## config.mk

```make
export PLATFORM = sky130hd
export DESIGN_NAME = capw_blend
export DESIGN_NICKNAME = d
export VERILOG_FILES = /design/src/design/capw_pkg.sv /design/src/design/capw_blend.sv
export SDC_FILE = /design/constraint.sdc
export NUM_CORES = 1
export LEC_CHECK = 0
export ABC_AREA = 1
export BUFFER_PORTS_ARGS = -buffer_cell sky130_fd_sc_hd__buf_2
export CAP_MARGIN = 20
export CORE_MARGIN = 2
export CORE_UTILIZATION = 41
export DETAILED_ROUTE_END_ITERATION = 10
export HOLD_SLACK_MARGIN = 0.03
export PLACE_DENSITY = 0.54
export SKIP_LAST_GASP = 1
export SYNTH_ARGS = -nofsm -noshare
export SYNTH_HDL_FRONTEND = slang
export SYNTH_SLANG_ARGS = --single-unit
```

## constraint.sdc

```tcl
create_clock -name clock -period 7.2 [get_ports clock]
set_input_delay 1.44 -clock clock [delete_from_list [all_inputs] [get_ports clock]]
set_output_delay 1.44 -clock clock [all_outputs]
set_load 0.01 [all_outputs]
```

## src/design/capw_pkg.sv

```systemverilog
// shared constants, register codes and byte helpers for the pixel writer
package capw_pkg;

   localparam int unsigned CHAN_W  = 8;
   localparam int unsigned WORD_W  = 24;
   localparam int unsigned DIM_W   = 9;
   localparam int unsigned POS_W   = 16;
   localparam int unsigned OADDR_W = 16;
   localparam int unsigned CSR_IDX_W = 3;
   // y * stride + x with both operands below 512
   localparam int unsigned LIN_W   = 2 * DIM_W + 1;
   localparam int unsigned SUM_W   = 2 * CHAN_W;

   localparam logic [CHAN_W-1:0] CHAN_MAX = 8'd255;

   typedef enum logic [CSR_IDX_W-1:0] {
      CSR_FB_ENABLE      = 3'd0,
      CSR_FRAME_WIDTH    = 3'd1,
      CSR_FRAME_HEIGHT   = 3'd2,
      CSR_LINE_STRIDE    = 3'd3,
      CSR_BYTE_ORDER_BGR = 3'd4
   } csr_index_type;

   // swaps low and high byte unless the store is in bgr order;
   // the same mapping serves both pack and unpack
   function automatic logic [WORD_W-1:0] swap_rb(input logic [WORD_W-1:0] w,
                                                 input logic bgr);
      if (bgr) begin
         return w;
      end
      return {w[7:0], w[15:8], w[23:16]};
   endfunction

   // exact floor(x / 255) for x below 65280
   function automatic logic [CHAN_W-1:0] div255(input logic [SUM_W-1:0] x);
      logic [SUM_W:0] t;
      t = {1'b0, x} + {9'd0, x[15:8]} + 17'd1;
      return t[15:8];
   endfunction

endpackage

```

## src/design/capw_blend.sv

```systemverilog
// per-channel alpha mix: registered weighted sums, then divide by 255
module capw_blend (
   input  logic                          clock,
   input  logic                          load,
   input  logic [capw_pkg::WORD_W-1:0]   color,
   input  logic [capw_pkg::WORD_W-1:0]   old_rgb,
   input  logic [capw_pkg::CHAN_W-1:0]   alpha,
   output logic [capw_pkg::WORD_W-1:0]   mixed_rgb
);
   import capw_pkg::*;

   logic [SUM_W-1:0] sum_ff [3];
   logic [SUM_W-1:0] sum_in [3];
   logic [CHAN_W-1:0] inv_alpha;

   assign inv_alpha = CHAN_MAX - alpha;

   always_comb begin
      for (int i = 0; i < 3; i++) begin
         sum_in[i] = SUM_W'(color[i*CHAN_W +: CHAN_W]) * SUM_W'(alpha)
                   + SUM_W'(old_rgb[i*CHAN_W +: CHAN_W]) * SUM_W'(inv_alpha);
      end
   end

   always_ff @(posedge clock) begin
      if (load) begin
         for (int i = 0; i < 3; i++) begin
            sum_ff[i] <= sum_in[i];
         end
      end
   end

   always_comb begin
      for (int i = 0; i < 3; i++) begin
         mixed_rgb[i*CHAN_W +: CHAN_W] = div255(sum_ff[i]);
      end
   end

endmodule

```

; After elaboration in Yosys (flattened, before gate mapping)
; Memories as Yosys holds them, arrays and structs flattened.
; Cells that the tools add are included.
; W data, S select, Z words.
[op_classes]
add_sub_neg = 10
mul = 6
n_mux = 2
[ops]
columns = op, n
row1 = $mul A8 B8 Y16, 6
row2 = $add A16 B1 Y16 const B, 3
row3 = $add A16 B16 Y16, 3
row4 = $add A16 B8 Y16, 3
row5 = $sub A8 B8 Y8 const A, 1
row6 = $mux W1, 2
[word_totals]
ff_bits = 0
mem_bits_rw = 48
output_inout_bits = 24
elab_cells = 19
n_memories = 1
[memory_table]
columns = name, words, width, read_ports, rd_ports_with_merged_regs, wr, line_no
row1 = sum_ff, 3, 16, 3, 0, 3, capw_blend.sv:12  ; logic [SUM_W-1:0] sum_ff [3];

; Logic depth before layout (Yosys ltp)
[depth]
ltp_word = 3
depth_mapped = 25
ltp_nobuf = 23

; Least setup slack after synthesis
; OpenSTA, ideal clock, no wires.
[synth_timing]
kind = input-to-reg
start = in alpha[1] (netlist name)
end = mem sum_ff[0][47] (netlist name) (data pin)
setup_ns = 0.252
t_arrival_ns = 5.913
t_required_ns = 6.948
setup_slack_ns = 1.035
path_stages = 21
n_path_buf = 2
path_cell_list = buf_2 -> buf_1 -> nand2_1 -> fa_1 -> fa_1 -> inv_1 -> fa_1 -> fa_1 -> fa_1 -> inv_1 -> fa_1 -> inv_1 -> ha_1 -> nand2_1 -> nand2_1 -> nand2_1 -> nand2_1 -> a21oi_1 -> nand2_1 -> nand2_1 -> nand2_1
[synth_rtl]
columns = item, line_no
row1 = start: declaration, capw_blend.sv:7  ; input logic [capw_pkg::CHAN_W-1:0] alpha,
row2 = end: declaration, capw_blend.sv:12

==> results.cfg <==
[clocking]
ctsHoldBuffers = 0
cts.sinks = 48
cts_setup_buffers = 0
cts-root-buf = clkbuf_16
cts_tree = done
cts_buffers = 5
cts_buffer_depth = 2
htreeDepth = 2
ctsResizeCount = 0
clk_pin_slew_worst_paths_ns = 0.08

[global_route]
grt_start_max_net_pins = 49
grt-ovfl-total = 0
antenna_found_initial = 2
grt_pass1_vias = 14500
grt_usage_pct = 20.2
grt_pass1_wl_um = 71100

[setup_path]
path_class = in -> reg
crit_required_ns = 7.29
crit_path_frequent_cell = nand2_1
critical_path.max_stage_delay_ns = 0.56
path_cells = buf_2 -> clkinv_1 -> nand2_1 -> fa_1 -> inv_1 -> fa_1 -> inv_1 -> fa_1 -> inv_1 -> fa_1 -> fa_1 -> fa_1 -> ha_1 -> nand2_1 -> inv_1 -> a21oi_1 -> nand2_1 -> nand2_1 -> nand2_1 -> nand2_1 -> nand2_1
crit_family = adder cells
path_depth = 21
setup.worst_path.start = alpha[3]
crit_buf_inv = 6
cp_max_fo = 24
cpMaxStageDelayCell = fa_1
cp-start-kind = input pin
arrival_ns = 6.48
end_kind = register

[placed_design]
place_area_sq_um = 18100
gp_routability_congestion = 0.872
numPortBuffers = 81
dp_hpwl_um = 35400

[routing]
antenna_left = 0
route.detailed.drc = 0
wl_um = 41200
wl_per_cell_um = 14.0
drt_iter0_drc = 689
viasPerCell = 4.67
firstDrtPassIters = 6
vias = 13700

[cells_and_area]
regMostFlops = sum_ff
layout-drive-gt1-share_pct = 5.25
reg.largest.list = sum_ff (48)
area_delta_synth_final_pct = 6.63
design_area_sq_um = 18200
layout.nets = 2954
largest_reg_flops = 48

[floorplanning]
die_area_sq_um = 43300
die_w_um = 208
initial_core_util_pct = 41.7
die-height_um = 208
core_sq_um = 40900
std_cell_rows = 74
pin_count = 82

[yosys]
async_flop_share_pct = 0
synth_seq_area_share_pct = 8.45
ys.flop_type = edfxtp_1
yosysWarnings = 0
synthesis.area_sq_um = 17100
ys_types = 29
synthCells = 2354
ys_seq_elements = 48
syn_avg_cell_area_sq_um = 7.25
synth_edf_count = 48

[timing]
slew_headroom_pct = 51.7
finalCriticalPeriod_ns = 6.40
tns_ns = 0
worstMarginPinSlew_ns = 0.725
setup_viol = 0
timing.final.crit_share_pct = 88.9
finalHoldViolations = 0
rsz0062_at_grt = false
finalMaxSlewViolations = 0
fmax_mhz = 156

[outcome]
status = finished, final reports clean

[hold_path]
hp-class = in -> reg
hold_start = color[0]
hold_path_depth = 3

[job]
cap_violations = 0
==> final timing paths <==
kind                                 endpoint  slack [ns]
worst min-delay path   sum_ff[0][0]$_DFFE_PP_        1.58
worst max-delay path  sum_ff[0][47]$_DFFE_PP_        0.80
==> logic make-up after synthesis <==
| kind of cell | Yosys count | share of synthesized area, % |
|---|---|---|
| AND/OR/NAND/NOR | 947 | 22.2 |
| XOR/XNOR | 24 | 1.23 |
| flip-flops | 48 | 8.45 |
| other | 1 | 0.0220 |
| adder cells (fa/ha/maj) | 495 | 49.0 |
| AO/OA/AOI/OAI | 48 | 1.54 |
| buffers and inverters | 791 | 17.6 |
==> synth_stat cells, drive strengths merged (15+ instances only) <==
cell type  number  area, sq um
nor2          213          807
nand2         616         2330
inv           727         2730
nand3          80          430
buf            27          130
a21oi          27          135
fa            288         5770
nor3           15         80.1
edfxtp         48         1440
ha            207         2590
xor2           19          166
clkbuf         34          131
==> area by class of cell <==
class | instances | area (sq um)
diodes | 2 | 5.00
clock buffers | 5 | 125
clock inverters | 2 | 12.5
fillers | 4287 | 22700
inverters | 730 | 2740
multi-input cells | 1517 | 12600
flip-flops and latches | 48 | 1440
well taps | 532 | 666
repair buffers | 99 | 578
==> per-stage QoR <==
stage	setup WS (ns)	utilization, %	hold WS (ns)	cells
after floorplan	1.03	-	1.55	2356
after global placement	0.560	44.1	1.91	2926
after detailed placement	0.519	44.1	1.91	2926
after CTS	0.857	44.5	1.58	2933
after global routing	0.514	44.5	1.62	2935
final	0.802	44.5	1.58	2935
==> routing by layer <==
metal / up-vias / part of all wire (%) / global-route usage, %
met5: - / 0 / 0
met4: 0 / 1.2 / 3.94
met3: 21 / 3.4 / 1.48
met2: 228 / 47 / 33.7
met1: 6639 / 49 / 28.9
li1: 6813 / - / -
==> worst min-delay path, cell delays in order <==
cell and delay (ns):
buf_2 0.19, nand2_1 0.07, o21ai_0 0.08
==> cell usage in the layout (no fill, tap or decap) <==
| cell | Yosys | layout |
|---|---|---|
| and2_1 | 8 | 8 |
| a21o_1 | 6 | 6 |
| ha_1 | 207 | 207 |
| nand2_2 | 6 | 6 |
| inv_2 | 5 | 5 |
| buf_12 | 0 | 3 |
| nor2_1 | 210 | 210 |
| nand2_1 | 610 | 610 |
| a21oi_1 | 27 | 27 |
| buf_4 | 0 | 15 |
| buf_2 | 23 | 81 |
| nand3b_1 | 3 | 3 |
| xor2_1 | 19 | 19 |
| fa_1 | 288 | 288 |
| conb_1 | 1 | 3 |
| nand3_1 | 74 | 74 |
| o21bai_1 | 3 | 3 |
| nand4_1 | 10 | 10 |
| diode_2 | 0 | 2 |
| nor3_2 | 1 | 1 |
| inv_1 | 722 | 722 |
| nor2_2 | 3 | 3 |
| or2_1 | 2 | 2 |
| nor3_1 | 14 | 14 |
| xnor2_1 | 5 | 5 |
| o21ai_0 | 12 | 12 |
| clkinv_1 | 3 | 4 |
| edfxtp_1 | 48 | 48 |
| clkinv_4 | 0 | 1 |
| clkbuf_16 | 0 | 5 |
| nand3_2 | 6 | 6 |
Power is not shown: default switching activity piles up to over one toggle a cycle in this logic, so the estimate is an artifact.
